--- src/sv/sor_pkg.sv ---
// ----------------------------------------------------------------------------
// sor_pkg
// shared constants and types for the sigma outlier replacement block
// ----------------------------------------------------------------------------
`default_nettype none

package sor_pkg;

  localparam int DEPTH_DEF  = 64;
  localparam int SAMPLE_W   = 32;
  localparam int THR_W      = 16;
  localparam logic [THR_W-1:0] THR_RESET = 16'd768;  // 3.0 in q8.8
  localparam int MIN_BLOCK  = 3;
  localparam int FRAC_SH    = 16;

  // sum of squares is split in chunks for the threshold product
  localparam int CH_W  = 24;
  localparam int CH_N  = 3;
  localparam int S_W   = CH_W * CH_N;
  localparam int TT_W  = 2 * THR_W;
  localparam int RHS_W = S_W + TT_W;

  typedef enum logic [2:0] {
    ST_IDLE,
    ST_DIVGO,
    ST_DIV,
    ST_VAR,
    ST_RHS,
    ST_OUT
  } st_t;

endpackage

`default_nettype wire

--- src/sv/sor_cell.sv ---
// ----------------------------------------------------------------------------
// sor_cell
// one storage cell of the sample ring, passes its word on when shifted
// ----------------------------------------------------------------------------
`default_nettype none

module sor_cell (
  input  wire logic                          clk,
  input  wire logic                          shift,
  input  wire logic [sor_pkg::SAMPLE_W-1:0]  d,
  output logic      [sor_pkg::SAMPLE_W-1:0]  q
);

  logic [sor_pkg::SAMPLE_W-1:0] q_r;

  always_ff @(posedge clk) begin
    if (shift) begin
      q_r <= d;
    end
  end

  assign q = q_r;

endmodule

`default_nettype wire

--- config.mk ---
export PLATFORM = sky130hd
export DESIGN_NAME = sor_cell
export DESIGN_NICKNAME = d
export VERILOG_FILES = /design/src/sv/sor_pkg.sv /design/src/sv/sor_cell.sv
export SDC_FILE = /design/constraint.sdc
export NUM_CORES = 1
export LEC_CHECK = 0
export ABC_AREA = 1
export BUFFER_PORTS_ARGS = -buffer_cell sky130_fd_sc_hd__buf_2
export CORE_ASPECT_RATIO = 1.4
export CORE_UTILIZATION = 35
export DETAILED_ROUTE_END_ITERATION = 16
export HOLD_SLACK_MARGIN = 0.05
export PLACE_DENSITY = 0.72
export SYNTH_ARGS = -nofsm -noshare
export SYNTH_HDL_FRONTEND = slang
export SYNTH_SLANG_ARGS = --single-unit
export TNS_END_PERCENT = 10
--- constraint.sdc ---
create_clock -name clk -period 0.8 [get_ports clk]
set_input_delay 0.04 -clock clk [delete_from_list [all_inputs] [get_ports clk]]
set_output_delay 0.04 -clock clk [all_outputs]
set_load 0.005 [all_outputs]
; ---- Word level (Yosys, flattened, before mapping)
; Index checks and enable logic that the tools add are counted.
[totals]
inputBits = 34
wordCells = 1
regBits = 32

; ---- Logic depth before layout (Yosys ltp)
[logic_depth]
ltp_word = 0
ltp_mapped = 0

; ---- Worst setup path after synthesis
; OpenSTA, ideal clock, no wires.
[synth_path]
path_kind = register -> output
from = register q_r (netlist bit q[0])
to = output port q[0] in the netlist's numbering
arrival_time_ns = 0.355
path_stages_with_launch = 1
slack_ns = 0.405
required_time_ns = 0.760
cell_sequence = edfxtp_1
[synth_lines]
columns = element, line_no
row1 = "start, declared", sor_cell.sv:14  ; logic [sor_pkg::SAMPLE_W-1:0] q_r;
row2 = "start signal, assigned", sor_cell.sv:18  ; q_r <= d;
row3 = "end, declared", sor_cell.sv:11  ; output logic [sor_pkg::SAMPLE_W-1:0] q
; No word-level cell between the ends.

; ---- Final worst setup path
[layout_path]
from = register q_r (netlist bit q[18])
to = output port q[18] in the netlist's numbering
; No word-level cell between the ends.

==> results.py <==
metrics = {
    "run_status": {
        "status": "finished with violations",
        "violations": "negative setup slack",
    },
    "pwr": {
        "cellPowerDensity_nw_per_um2": 1860,
        "irDropWorstVdd_mv": 1.04,
        "finalPower_mw": 3.21,
        "total_leakage_power_nw": 0.744,
    },
    "sta": {
        "fin_crit_ns": 0.883,
        "tightest_slew_margin_relative_to_the_limit_pct": 91.5,
        "report.final.slew_viol_count": 0,
        "worst_setup_slack_final_ns": -0.0832,
        "grt_setup_unrepaired": "true",
        "tightest_slew_ns": 0.128,
        "setup_viol_count_final": 32,
        "final_cycle_share_pct": 110,
        "hold_viol": 0,
        "final_layout_worst_hold_slack_ns": 0.148,
        "fmax_mhz": 1130,
    },
    "finish": {
        "final_cell_mix": "sky130_fd_sc_hd__buf_2 (65), sky130_fd_sc_hd__dlygate4sd3_1 (32), sky130_fd_sc_hd__edfxtp_1 (32), sky130_fd_sc_hd__clkbuf_4 (5), sky130_fd_sc_hd__clkbuf_1 (2)",
        "fin_nets": 172,
        "layout.cells.most_common": "sky130_fd_sc_hd__buf_2",
        "antenna_cells": 0,
        "post_route_design_area_sq_um": 1730,
        "flow.area_growth_from_synthesis_pct": 79.8,
        "n_multi_input_combinational_cell": 0,
        "largest_reg_flops": 32,
        "fillCellCount": 170,
        "multi_input_comb_area_sq_um": 0,
        "drive_gt1_share_pct": 51.8,
    },
    "setup_path": {
        "path_buf_inv": 1,
        "timing.critical_path.to_type": "output pin",
        "path_cells": "buf_2",
        "critical_path.slowest_cell": "sky130_fd_sc_hd__edfxtp_1",
        "data_arrival_at_the_endpoint_of_the_critical_path_ns": 0.84,
        "critical-path-top-delay-family": "flip-flops",
        "cp_data_required_time_ns": 0.76,
        "timing.critical_path.from": "q[18]$_DFFE_PP_",
        "critical_path_peak_fanout": 1,
        "worst_setup_path_start_kind": "register",
        "timing.setup.critical_path_class": "register to output pin",
        "crit_path_max_incr_delay_ns": 0.39,
    },
    "placed_design": {
        "dpl_worst_slack_ns": 0.166,
        "dpl-instance-area_sq_um": 1360,
        "gp_routability_congestion": 0.623,
        "numPortBuffers": 65,
    },
    "clock_network": {
        "ctsRootBufferMaster": "sky130_fd_sc_hd__clkbuf_4",
        "post_cts.repair.setup_buffers": 0,
        "cts_repair_resizes": 0,
        "cts.htree.levels": 2,
        "largest_buffer_count_on_any_clock_path": 2,
        "cts_num_sinks": 32,
        "clk_pin_slew_ns": 0.09,
        "clock_tree_from_tritoncts": "yes",
        "cts_made_buffers": 5,
    },
    "yosys": {
        "syn_area_per_cell_sq_um": 30.0,
        "synth-seq-area-share_pct": 100,
        "synth.cell_area_sq_um": 961,
        "yosys_warnings": 0,
        "flops_latches_synth": 32,
        "netlist_instances": 32,
        "synthDistinctLibCells": 1,
        "synth.net_count": 66,
    },
    "floorplanning": {
        "ioPinCount": 66,
        "design.core.area_sq_um": 2620,
        "die_area_sq_um": 2960,
        "die_width_um": 46.3,
        "rows": 22,
        "start_util_pct": 36.7,
        "die_h_um": 64.0,
    },
    "grt": {
        "grt_overflow": 0,
        "antenna_violations_before_repair": 0,
        "grt_pass1_wl_mm": 3.04,
        "first_global_vias": 747,
        "grt_use_total_pct": 15.6,
        "grt_max_degree": 24,
    },
    "worst_hold_path": {
        "hp-start": "shift",
        "min-delay-path-class": "primary input to register",
    },
    "detailed_routing": {
        "postRouteAntennaNets": 0,
        "wl_per_cell_um": 12.5,
        "drt_pass1_iterations": 4,
        "detail_route.iter0.violations": 24,
        "vias_per_cell": 4.15,
        "route.vias.total": 726,
        "remaining_drc_errors": 0,
        "wirelength_mm": 2.19,
    },
    "run": {
        "drv_cap": 0,
    },
}
-- area by class of cell --
| type | count | area [sq um] | share of cell area (%) |
|---|---|---|---|
| Clock buffer | 7 | 45.0 | 2.61 |
| Clock inverter | 1 | 3.75 | 0.217 |
| Sequential cell | 32 | 961 | 55.6 |
| Tap cell | 36 | 45.0 | 2.61 |
| Timing Repair Buffer | 99 | 673 | 39.0 |
-- per-stage QoR --
stage / util (%) / instances / setup TNS, ns
2_1_floorplan: - / 32 / 0
3_3_place_gp: 52.0 / 135 / 0
3_5_place_dp: 52.0 / 135 / 0
4_1_cts: 66.1 / 175 / -2.11
5_1_grt: 66.1 / 175 / -3.14
6_report: 66.1 / 175 / -1.67
-- logic make-up after synthesis --
logic type	Yosys count	synth area share (%)
DFF	32	100
-- power breakdown --
group	switching (mW)	total (mW)	leakage, nW	internal [mW]
clock	0.457	0.794	0.0269	0.337
sequential	0.0318	2.02	0.313	1.99
combinational	0.141	0.391	0.404	0.250
-- timing repair --
item                                   CTS  global route
endpoints found under the hold margin   32             0
hold buffers                            32             0
setup endpoints to repair               32            32
-- final timing paths --
check / end / slack (ns) / cells past startpoint
worst max-delay path: q[18] / -0.08 / 1
worst min-delay path: q[1]$_DFFE_PP_ / 0.15 / 2
-- per-layer routing --
layer  track usage (%)  vias up  part of all wire (%)
li1                  -      342                     -
met1              13.7      313                    37
met2              26.8       65                    48
met3              6.78        6                    13
met4              9.93        0                   1.7
met5                 0        -                     0
-- cells in the mapped netlist, drive strengths merged --
library cell | n | share of area [%]
edfxtp | 32 | 100
Note: power is estimated with default switching activity, not from simulation.
