[src/sv/sor_div.sv]
// ----------------------------------------------------------------------------
// sor_div
// bit-serial restoring divider, one quotient bit per cycle
// ----------------------------------------------------------------------------
`default_nettype none

module sor_div #(
  parameter int DVD_W = 38,
  parameter int DVS_W = 7
) (
  input  wire logic             clk,
  input  wire logic             rst_n,
  input  wire logic             start,
  input  wire logic [DVD_W-1:0] dividend,
  input  wire logic [DVS_W-1:0] divisor,
  output logic                  done,
  output logic      [DVD_W-1:0] quotient,
  output logic      [DVS_W-1:0] remainder
);

  localparam int CT_W = $clog2(DVD_W + 1);

  logic [DVD_W-1:0] dvd_r;
  logic [DVS_W-1:0] dvs_r;
  logic [DVS_W-1:0] rem_r;
  logic [CT_W-1:0]  cnt_r;
  logic             run_r;
  logic             done_r;

  logic [DVS_W:0]   trial;
  logic             ge;
  logic [DVS_W:0]   diff;

  assign trial = {rem_r, dvd_r[DVD_W-1]};
  assign ge    = trial >= {1'b0, dvs_r};
  assign diff  = trial - {1'b0, dvs_r};

  always_ff @(posedge clk) begin
    if (!rst_n) begin
      run_r  <= 1'b0;
      done_r <= 1'b0;
      cnt_r  <= '0;
    end else begin
      done_r <= 1'b0;
      if (start) begin
        run_r <= 1'b1;
        cnt_r <= CT_W'(DVD_W);
      end else if (run_r) begin
        cnt_r <= cnt_r - 1'b1;
        if (cnt_r == CT_W'(1)) begin
          run_r  <= 1'b0;
          done_r <= 1'b1;
        end
      end
    end
  end

  always_ff @(posedge clk) begin
    if (start) begin
      dvd_r <= dividend;
      dvs_r <= divisor;
      rem_r <= '0;
    end else if (run_r) begin
      dvd_r <= {dvd_r[DVD_W-2:0], ge};
      // remainder stays below the divisor, top bit drops
      rem_r <= ge ? diff[DVS_W-1:0] : trial[DVS_W-1:0];
    end
  end

  assign done      = done_r;
  assign quotient  = dvd_r;
  assign remainder = rem_r;

endmodule

`default_nettype wire

[config.mk]
export PLATFORM = sky130hd
export DESIGN_NAME = sor_div
export DESIGN_NICKNAME = d
export VERILOG_FILES = /design/src/sv/sor_div.sv
export SDC_FILE = /design/constraint.sdc
export NUM_CORES = 1
export LEC_CHECK = 0
export BUFFER_PORTS_ARGS = -buffer_cell sky130_fd_sc_hd__buf_2
export CAP_MARGIN = 5
export CORE_ASPECT_RATIO = 0.5
export CORE_UTILIZATION = 30
export DETAILED_ROUTE_END_ITERATION = 6
export HOLD_SLACK_MARGIN = 0.05
export PLACE_DENSITY_LB_ADDON = 0.15
export SLEW_MARGIN = 40
export SYNTH_ARGS = -nofsm -noshare
export SYNTH_HDL_FRONTEND = slang
export SYNTH_SLANG_ARGS = --single-unit
[constraint.sdc]
create_clock -name clk -period 3.1 [get_ports clk]
set_input_delay 0.155 -clock clk [delete_from_list [all_inputs] [get_ports clk]]
set_output_delay 0.155 -clock clk [all_outputs]
set_load 0.02 [all_outputs]
# Yosys cells after proc, flatten, opt, wreduce, memory -nomap -nowiden
# Cells that the tools add are included.
dict set report word_totals {
  regBits 60
  output_inout_bits 46
  wordCells 25
}
dict set report classes {
  n_addsub 2
  order_cmp 1
  n_eq_ne 1
  n_mux 9
  bitwise_logic 2
  reduce_logical 3
}
# operator count
set ops {}
lappend ops {{38-bit two-way mux} 2}
lappend ops {{6-bit two-way mux} 2}
lappend ops {{8-bit by 7-bit >= comparator with 1-bit output} 1}
lappend ops {{7-bit two-way mux} 1}
lappend ops {{7-bit subtractor} 1}
lappend ops {{6-bit by 1-bit equality test with 1-bit output, second input constant} 1}
lappend ops {{6-bit by 1-bit subtractor with 6-bit output, second input constant} 1}
lappend ops {{1-bit two-way mux} 4}
lappend ops {{3-bit OR reduction} 1}
lappend ops {{1-bit NOT} 2}
lappend ops {{2-bit nonzero test} 1}
lappend ops {{2-bit OR reduction} 1}

# Depth between registers and ports, before layout
# Gate-level depths: netlist of the first run.
dict set report depth {
  word_depth 4
  mapped_depth 7
  ltp_nobuf 7
}

# Worst setup path after synthesis of the first run
# No wires, ideal clock.
dict set report synth_timing {
  kind {flip-flop to flip-flop}
  from {reg dvd_r[37], in the netlist quotient[37]}
  to {reg rem_r[3], in the netlist remainder[3]}
  setup_time_ns 0.115
  arrival_time_ns 2.083
  required_ns 2.985
  setup_slack_ns 0.902
  path_stages_with_launch 8
  path_buffers 0
  synth_period_minus_slack_ns 2.198
  cell_sequence {edfxtp_1 -> inv_1 -> ha_1 -> fa_1 -> nand2b_1 -> a211o_4 -> a41o_1 -> a31o_1}
}
dict set report synth_via {
  elab_chain_len 2
  word_cells_on_any_way 3
  classes_between {add/sub: 1; order compare: 1; mux: 1}
}
# item line
set synth_rtl {}
lappend synth_rtl {{start: declaration} 23} ;# logic [DVD_W-1:0] dvd_r;
lappend synth_rtl {{start signal: assignment} 60} ;# dvd_r <= dividend;
lappend synth_rtl {{start signal: assignment} 64} ;# dvd_r <= {dvd_r[DVD_W-2:0], ge};
lappend synth_rtl {{7-bit subtractor or 8-bit by 7-bit >= comparator with 1-bit output (tied branches)} {36, 35}}
lappend synth_rtl {{7-bit two-way mux (*)} 66} ;# rem_r <= ge ? diff[DVS_W-1:0] : trial[DVS_W-1:0];
lappend synth_rtl {{end signal: assignment} 66}
lappend synth_rtl {{end: declaration} 25} ;# logic [DVS_W-1:0] rem_r;
# Mark *: on every way between the ends. The rest lies on a longest branch, timed or not.
# A chain may end at the register's enable or synchronous reset.

# Worst setup path in the final report of the first run
dict set report layout_timing {
  from {reg dvd_r[37], in the netlist quotient[37]}
  to {reg rem_r[4], in the netlist remainder[4]}
}
# Same word-level chain as after synthesis.

==> metrics.txt, run 1 <==
Layout Skew=0.00446 ns; asr flop ratio synth=0%; final hold viol count=0; Synth cell types=51; clock buffer depth=2; Yosys reg bits=60; Clock power frac=42.9%; Routed WL=6430 um; vias=2,163; Slew Viols, Final=0; post-route ant nets=0; Worst EP arrival=2.37 ns; Gate power share=16.1%; Slew @ Worst Pin=0.682 ns; Final Setup Violations=0; FF-to-FF End=remainder[4]$_SDFFE_PP0P_; reg2reg setup slack=0.94 ns; die area=0.0103 mm2; Port Buffers=93; Ant. Diodes=0; Top delay family on crit path=compound AO/OA/AOI/OAI gates; Internal=1.82 mW; initial cell density of the core=31.2%; Primary FF master, synth=edfxtp_1; first-pass GRT wire length=10,400 um; All-Layer GR Usage=13.2%; final design utilization=41.5%; Switching Fraction=25.2%; Critical Path RT=3.31 ns; Clock transition at path regs=0.05 ns; worst skew pair latency=0.32 ns; die width=143 um; worst-path fanout max=6; hold path start=rst_n; Startpoint Class=register; syn avg cell area=13.1 um2; postcts setup bufs=0; slowest library cell on the worst path=a211o_4; Layout Area Growth over Synthesis=33.2%; worst r2r src=quotient[37]$_DFFE_PP_; Reg power frac=41.0%; register area share after synthesis=55.7%; GPL Wtd Cong=0.769; DRC Markers=0; clock sink count=60; initial antenna violation count=0; IO Count=94; LEAKAGE=1.69 nW; Post-synth EDFFs=45; status=completed; worst-path cell chain=inv_1, ha_1, fa_1, nand2b_1, a211o_4, a41o_1, a31o_1; synthesized cell area=0.00296 mm2; Synth warnings=0; hold path depth=2; Final #Nets=387; NetSw=613 uW; crit path buf inv count=1; Iter 0 DRT Violations=129; setup tns final=0 ns; Mapped Nets=284; Syn Inst Count=226; GRT overflow=0; WS Path Type=register to register; clock root cell=clkbuf_16; vias in the first global route=2,160; Routed WL per cell=13.7 um; Power, Total=2.44 mW; slew margin rel.=54.5%; worst-case hold path end point=cnt_r[5]$_SDFFE_PN0P_; CTS tree=done; Highest Clock Rate=464 MHz; fin crit share=69.6%; CTS H-Tree Depth=3; largest net degree at the start of global routing=53; Die Y=72.3 um; reg2reg path depth=7; Detailed Place HPWL=4460 um; Peak VDD IR=0.000271 V; Min-Delay Path Class=primary input to register; RSZ-0062 raised after global routing=no; Pre-antenna DRT Iters=4; CTS buffer count=9; layout cell share with drive strength beyond 1=47.3%; MaxCap Viol Count=0; vias per cell=4.61; Cell Rows=25; Worst Setup End Kind=register; fin crit period=2.16 ns; pwr dens=617 mW/mm2; max incr delay on CP=0.39 ns; Core ar.=0.00951 mm2
## what timing repair did
action / 4_1_cts / 5_1_grt
gates resized for setup: 0 / 0
hold buffers: 7 / 0
endpoints found under the hold margin: 7 / 0
endpoints found under the setup margin: 0 / 0
## placed cells by master (no fill, tap or decap), types with 3 or more instances in the layout
cell and n:
buf_2 93, edfxtp_1 45, mux2_2 38, dfxtp_1 15, inv_1 13, ha_1 9
clkbuf_16 9, nor2_1 8, and3_1 8, nand2_1 8, dlygate4sd3_1 7, xnor2_1 6
nor3_1 5, nand3_1 3, nor2b_1 3, o311ai_1 3, o31ai_1 3, o21ai_0 3
a211oi_1 3, clkinv_2 3
## worst max-delay path by stage
| stage | start | endpoint | slack (ns) | depth (start not counted) |
|---|---|---|---|---|
| after floorplan | quotient[37]$_DFFE_PP_ | remainder[3]$_SDFFE_PP0P_ | 0.90 | 7 |
| after global placement | quotient[37]$_DFFE_PP_ | remainder[4]$_SDFFE_PP0P_ | 0.97 | 7 |
| after detailed placement | quotient[37]$_DFFE_PP_ | remainder[4]$_SDFFE_PP0P_ | 0.95 | 7 |
| after CTS | quotient[37]$_DFFE_PP_ | remainder[4]$_SDFFE_PP0P_ | 0.93 | 7 |
| after global routing | run_r$_SDFF_PN0_ | quotient[0]$_DFFE_PP_ | 0.81 | 3 |
| final | quotient[37]$_DFFE_PP_ | remainder[4]$_SDFFE_PP0P_ | 0.94 | 7 |
## worst register-to-register path, delay by kind of cell (launching register included)
kind	cells	cell delay (ns)
simple gates	1	0.24
buf+inv	1	0.05
flops	1	0.36
fa+ha+maj	2	0.60
compound gates	3	0.80
## power groups by stage
stage | sequential, mW | combinational (mW) | clock (mW)
floorplan | 1.08 | 0.189 | 0
global placement | 1.01 | 0.386 | 0
detailed placement | 1.01 | 0.390 | 0
CTS | 0.999 | 0.398 | 1.08
global route | 1.01 | 0.427 | 1.11
finish | 0.998 | 0.392 | 1.05
## stage by stage
step / area [um2] / hold WS [ns] / cells / worst slack (ns)
global placement: 3570 / 0.332 / 446 / 0.967
detailed placement: 3570 / 0.333 / 446 / 0.950
global route: 3950 / 0.115 / 469 / 0.807
floorplan: 2960 / 0.254 / 226 / 0.902
finish: 3950 / 0.112 / 469 / 0.943
CTS: 3950 / 0.0937 / 469 / 0.933
## registers in the layout, summed over array words and instances (netlist names)
| signal | cells |
|---|---|
| quotient | 38 |
| done | 1 |
| remainder | 7 |
| dvs_r | 7 |
| cnt_r | 6 |
| run_r | 1 |
## logic make-up after synthesis
family | synth area share, %
DFF | 55.7
and+or+nand+nor | 10.6
muxes | 14.4
AOI/OAI and AO/OA | 9.33
buffers and inverters | 3.33
adders and majority gates | 4.47
xor gates and xnor gates | 2.07
## Yosys cell counts, drive strengths merged, types with 2 or more instances
master / number / area (um2)
ha: 9 / 113
a31o: 2 / 17.5
a211oi: 5 / 47.5
nor3b: 2 / 15.0
nand3: 5 / 35.0
nor3: 5 / 25.0
nand3b: 2 / 15.0
a41o: 2 / 20.0
a21boi: 2 / 15.0
dfxtp: 15 / 300
mux2: 38 / 428
a41oi: 2 / 17.5
o21a: 2 / 15.0
nand2b: 3 / 21.3
o31ai: 3 / 22.5
nor2b: 3 / 18.8
o311ai: 3 / 26.3
inv: 14 / 52.6
xnor2: 6 / 52.6
nand2: 9 / 33.8
clkbuf: 2 / 7.51
edfxtp: 45 / 1350
nor2: 8 / 30.0
buf: 8 / 38.8
and3: 8 / 50.1
o21ai: 4 / 20.0
## per-layer routing
| metal | vias to the layer above | share of wire (%) | global-route usage [%] |
|---|---|---|---|
| met4 | 0 | 1.4 | 5.85 |
| li1 | 1069 | - | - |
| met1 | 1028 | 46 | 16.8 |
| met3 | 9 | 5.4 | 4.82 |
| met2 | 57 | 47 | 20.4 |
| met5 | - | 0 | 0 |
## final cells by class
class                   count  area [um2]
well taps                 135         169
clock buffers              10         229
clock inverters             6        78.8
repair buffers            102         551
multi-input cells         142        1220
flip-flops and latches     60        1650
inverters                  14        52.6
fillers                   953        5560
No activity file was read; power rests on OpenSTA's default activity.
==> inputs of run 2 (changes only) <==
Clock period 3.1 ns to 1.75 ns, I/O delays scaled along.
==> run 2 against run 1 <==
  * Register-to-register slack worse by 1.1 ns
  * Wire length increased by 4.4%
  * Cell count grew 8.1%
  * Worst hold slack got worse by 0.052 ns
  * Die area did not move
  * Sequential power increased by 76%
  * Combinational power is 110% higher
  * Sequential cell count stayed put
  * The flow now finishes with violations (setup timing)
==> metrics.txt, run 2 (synthesis results as in run 1) <==
status=finished with violations; failing checks=setup timing; Reg power frac=38.2%; Final Worst Setup Slack=-0.195 ns; Post-DP Area=0.00381 mm2; clock root cell=clkbuf_16; Detailed Place HPWL=4980 um; Startpoint Class=register; Die Y=72.3 um; Core ar.=0.00951 mm2; worst-path fanout max=6; reg2reg path depth=6; Place WS=-0.200 ns; Min-Delay Path Class=primary input to register; Slew Viols, Final=0; Iter 0 DRT Violations=77; Layout Skew=0.00631 ns; Critical Path Start=dvs_r[0]$_DFFE_PP_; vias in the first global route=2,227; reg2reg setup slack=-0.20 ns; largest net degree at the start of global routing=30; Highest Clock Rate=514 MHz; max reg flops=38; RSZ-0062 raised after global routing=yes; layout cell share with drive strength beyond 1=51.3%; clock buffer depth=2; slew margin rel.=66.3%; fin crit share=111%; GPL Wtd Cong=0.775; Slew @ Worst Pin=0.498 ns; slowest library cell on the worst path=edfxtp_1; Critical Path RT=1.97 ns; Worst Setup End Kind=register; pwr dens=1060 mW/mm2; clock sink count=60; Final Setup Violations=8; dpl cells=473; Clock power frac=43.9%; worst r2r src=dvs_r[0]$_DFFE_PP_; fin crit period=1.95 ns; commonest cells after routing, fill and taps aside=buf_2, edfxtp_1, mux2_2; Worst EP arrival=2.16 ns; IO Count=94; Critical Path End=remainder[4]$_SDFFE_PP0P_; post-route ant nets=0; CTS H-Tree Depth=3; first-pass GRT wire length=10,800 um; WS Path Type=register to register; worst skew pair latency=0.33 ns; worst-path cell chain=ha_2, fa_2, nand2b_4, a211o_4, a41o_1, a31o_1; GRT overflow=0; max incr delay on CP=0.37 ns; Port Buffers=93; most common cell after layout, fill and taps aside=buf_2; CTS buffer count=9; NetSw=1.14 mW; die width=143 um; Internal=3.47 mW; FF-to-FF End=remainder[4]$_SDFFE_PP0P_; vias=2,272; cell area after layout=0.00434 mm2; Gate power share=17.9%; initial cell density of the core=31.2%; Cell Rows=25; Switching Fraction=24.7%; Peak VDD IR=0.000484 V; Final #Nets=425; Clock transition at path regs=0.06 ns; All-Layer GR Usage=14.0%; Layout Area Growth over Synthesis=46.4%; initial antenna violation count=0; final hold viol count=0; fin cells=507; CTS tree=done; DRC Markers=0; Routed WL per cell=13.2 um; LEAKAGE=1.89 nW; Routed WL=6720 um; vias per cell=4.48; MaxCap Viol Count=0; Pre-antenna DRT Iters=4; Ant. Diodes=0; die area=0.0103 mm2
==> run 2: cell count changes in the layout (fill, tap and decap cells not counted), moves of 2 or more <==
cell	previous run	this run
buf_12	0	2
buf_4	2	28
clkinv_2	3	1
dlygate4sd3_1	7	17
==> run 2: metrics by stage <==
step                      power (mW)  util [%]  TNS (ns)  hold WS, ns
after floorplan                 2.26         -     -1.61        0.186
after global placement          2.57      40.1    -0.735        0.265
after detailed placement        2.58      40.1     -1.09        0.266
after CTS                       4.66      45.6     -1.14       0.0501
after global routing            4.80      45.6     -1.86       0.0578
final                           4.61      45.6     -1.11       0.0599
==> run 2: what timing repair did <==
| action | in CTS | in global routing |
|---|---|---|
| endpoints found under the hold margin | 20 | 0 |
| endpoints found under the setup margin | 8 | 8 |
| pin swaps | 1 | 0 |
| hold buffers | 17 | 0 |
| resized for setup | 1 | 1 |
| buffers inserted | 1 | 0 |
==> run 2: worst max-delay path, delay by kind of cell (launching register included) <==
| kind | cells | cell delay, ns |
|---|---|---|
| DFF | 1 | 0.37 |
| and+or+nand+nor | 1 | 0.15 |
| adders and majority gates | 2 | 0.55 |
| AOI/OAI and AO/OA | 3 | 0.77 |
==> run 2: final cells by class <==
cell class	instances	area, um2
clock buffers	9	225
clock inverters	7	115
fillers	918	5170
inverters	14	52.6
multi-input cells	142	1240
flip-flops and latches	60	1650
well taps	135	169
repair buffers	140	886
==> run 2: worst min path at each step <==
stage / startpoint / to / slack [ns] / cells after the start
after floorplan: divisor[0] / dvs_r[0]$_DFFE_PP_ / 0.19 / 0
final: dividend[21] / quotient[21]$_DFFE_PP_ / 0.06 / 2
after global routing: dividend[11] / quotient[11]$_DFFE_PP_ / 0.06 / 2
after global placement: divisor[4] / dvs_r[4]$_DFFE_PP_ / 0.26 / 1
after detailed placement: divisor[1] / dvs_r[1]$_DFFE_PP_ / 0.27 / 1
after CTS: dividend[21] / quotient[21]$_DFFE_PP_ / 0.05 / 2
==> run 2: layer usage <==
| layer | wire, um | global-route usage, % | vias up |
|---|---|---|---|
| met5 | 0 | 0 | - |
| met4 | 83 | 5.97 | 0 |
| met3 | 274 | 4.03 | 8 |
| met2 | 3250 | 22.8 | 53 |
| met1 | 3110 | 17.6 | 1072 |
| li1 | - | - | 1139 |
==> run 2: power groups by stage <==
| stage | clock network (mW) | registers [mW] | logic, mW |
|---|---|---|---|
| floorplan | 0 | 1.91 | 0.342 |
| global placement | 0 | 1.79 | 0.783 |
| detailed placement | 0 | 1.79 | 0.793 |
| CTS | 2.07 | 1.76 | 0.828 |
| global route | 2.13 | 1.78 | 0.896 |
| finish | 2.02 | 1.76 | 0.824 |
==> inputs of run 3 (changes only) <==
Settings changed: ABC_AREA from default to 1.
==> run 3 against run 2 <==
  * Wire length is 6.2% higher
  * Register-to-register slack better by 0.25 ns
  * Critical path type unchanged
  * The run now ends clean
  * Power is 6.7% lower
  * Clock power is 14% lower
  * Global-route usage is 0.80 points higher
==> metrics.txt, run 3 <==
status=completed; Primary FF master, synth=edfxtp_1; Reg power frac=41.0%; Worst EP arrival=1.97 ns; reg2reg setup slack=0.05 ns; worst-case hold path end point=quotient[28]$_DFFE_PP_; All-Layer GR Usage=14.8%; Min Hold Slack=0.0630 ns; final hold viol count=0; most frequent cell after synthesis=nand2_1; clock root cell=clkbuf_16; Die Y=71.9 um; first-pass GRT wire length=11,400 um; Final Setup Violations=0; Detailed Place HPWL=4870 um; CTS tree=done; Switching Fraction=27.1%; GPL Wtd Cong=0.804; clock buffer depth=2; worst-path fanout max=8; Synth warnings=0; Final #Nets=543; Peak VDD IR=0.000456 V; top post-synthesis cells by area=edfxtp_1, nand2_1, dfxtp_1, ha_1, inv_1; Internal=3.13 mW; Post-synth EDFFs=45; slew margin rel.=73.6%; Slew @ Worst Pin=0.396 ns; Post-DP Area=0.00361 mm2; Startpoint Class=register; most common cell after layout, fill and taps aside=nand2_1; hold path start=dividend[28]; Place WS=0.0151 ns; LEAKAGE=2.18 nW; vias=2,626; fin crit share=97.0%; WS Path Type=register to register; pwr dens=974 mW/mm2; CTS H-Tree Depth=3; reg2reg path depth=11; Mapped Nets=392; Clock power frac=40.5%; Layout Area Growth over Synthesis=50.4%; worst r2r src=dvs_r[0]$_DFFE_PP_; post-synth top area cell=edfxtp_1; Worst Setup End Kind=register; Cell Rows=25; Min-Delay Path Class=primary input to register; MaxCap Viol Count=0; Critical Path RT=2.02 ns; vias in the first global route=2,425; Final Worst Setup Slack=0.0522 ns; Gate power share=18.6%; Pre-antenna DRT Iters=4; synthesized cell area=0.00294 mm2; setup tns final=0 ns; max reg flops=38; Layout Skew=0.00421 ns; largest net degree at the start of global routing=29; clock sink count=60; initial cell density of the core=31.0%; worst skew pair latency=0.32 ns; layout cell share with drive strength beyond 1=29.8%; commonest cells after routing, fill and taps aside=nand2_1, buf_2, edfxtp_1; post-route ant nets=0; initial antenna violation count=0; DRC Markers=0; Ant. Diodes=0; Post-synth top cells=nand2_1, edfxtp_1, inv_1; hold path depth=3; vias per cell=4.20; NetSw=1.16 mW; Clock transition at path regs=0.05 ns; Syn Inst Count=334; CTS buffer count=9; cell area after layout=0.00441 mm2; Core ar.=0.00948 mm2; Slew Viols, Final=0; asr flop ratio synth=0%; Synth cell types=30; fin crit period=1.70 ns; syn avg cell area=8.79 um2; Port Buffers=93; register area share after synthesis=56.3%; IO Count=94; FF-to-FF End=remainder[5]$_SDFFE_PP0P_; die width=142 um; Routed WL=7140 um; Yosys reg bits=60; Iter 0 DRT Violations=84; Highest Clock Rate=589 MHz; RSZ-0062 raised after global routing=yes; die area=0.0102 mm2; Routed WL per cell=11.4 um; fillers=944; area share of the largest cell type after synthesis=46.0%; GRT overflow=0
==> run 3: cell types whose count changed in the layout (fill, tap and decap cells not counted), moves of 15 or more <==
cell	before	now
mux2_2	38	0
dlygate4sd3_1	17	44
nand2_1	8	156
inv_1	13	28
buf_4	28	12
==> run 3: repair_timing <==
action                                  in CTS  in global routing
hold endpoints to repair                    44                  0
gates resized for setup                      0                 11
endpoints found under the setup margin       0                  8
buffers inserted                             0                  3
hold buffers                                44                  0
==> run 3: area by class of cell <==
type | instances | area [um2] | share of cell area [%]
clock buffer | 13 | 282 | 6.38
tap | 135 | 169 | 3.83
clock inverter | 3 | 17.5 | 0.397
sequential | 60 | 1650 | 37.4
inverter | 33 | 124 | 2.81
timing repair buffer | 149 | 996 | 22.6
multi-input combinational | 232 | 1170 | 26.6
==> run 3: per-layer routing <==
metal / global-route usage [%] / up-vias / part of all wire (%)
met5: 0 / - / 0
met4: 6.45 / 0 / 1.8
met3: 4.95 / 12 / 4.6
met2: 24.4 / 58 / 47
met1: 18.0 / 1179 / 47
li1: - / 1377 / -
==> run 3: worst max path at each step <==
| stage | from | to | slack, ns | cells after the start |
|---|---|---|---|---|
| global route | dvs_r[0]$_DFFE_PP_ | remainder[4]$_SDFFE_PP0P_ | -0.06 | 11 |
| CTS | quotient[37]$_DFFE_PP_ | quotient[0]$_DFFE_PP_ | 0.0005 | 10 |
| global placement | dvs_r[0]$_DFFE_PP_ | remainder[0]$_SDFFE_PP0P_ | 0.06 | 11 |
| floorplan | quotient[37]$_DFFE_PP_ | remainder[0]$_SDFFE_PP0P_ | -0.009 | 12 |
| detailed placement | quotient[37]$_DFFE_PP_ | quotient[0]$_DFFE_PP_ | 0.02 | 10 |
| finish | dvs_r[0]$_DFFE_PP_ | remainder[5]$_SDFFE_PP0P_ | 0.05 | 11 |
==> run 3: worst max-delay path, cell delays in order (launching register included) <==
cell and delay, ns:
edfxtp_1 0.41, ha_4 0.19, fa_2 0.38, inv_2 0.07
nand2_2 0.04, nand2_2 0.08, nand2_2 0.07, nand2_2 0.09
nand2_4 0.08, nand3b_1 0.11, nand3_2 0.07, nand2_1 0.05
==> run 3: cells by family after synthesis <==
logic type               Yosys count  share of synthesized area [%]
flip-flops                        60                           56.3
buffers and inverters             42                           5.50
AND/OR/NAND/NOR                  207                           30.1
adder cells (fa/ha/maj)           10                           4.52
XOR/XNOR                           2                          0.597
AO/OA/AOI/OAI                     13                           3.07
==> run 3: metrics by stage <==
stage | std cells | util, % | power (mW)
detailed placement | 562 | 38.1 | 2.49
finish | 625 | 46.6 | 4.30
global placement | 562 | 38.1 | 2.49
global route | 625 | 46.6 | 4.51
floorplan | 334 | - | 2.23
CTS | 622 | 45.9 | 4.32
==> run 3: power groups by stage <==
stage,clock network [mW],registers [mW],logic (mW)
after floorplan,0,1.91,0.320
after global placement,0,1.79,0.696
after detailed placement,0,1.78,0.701
after CTS,1.79,1.76,0.775
after global routing,1.84,1.78,0.885
final,1.74,1.76,0.798
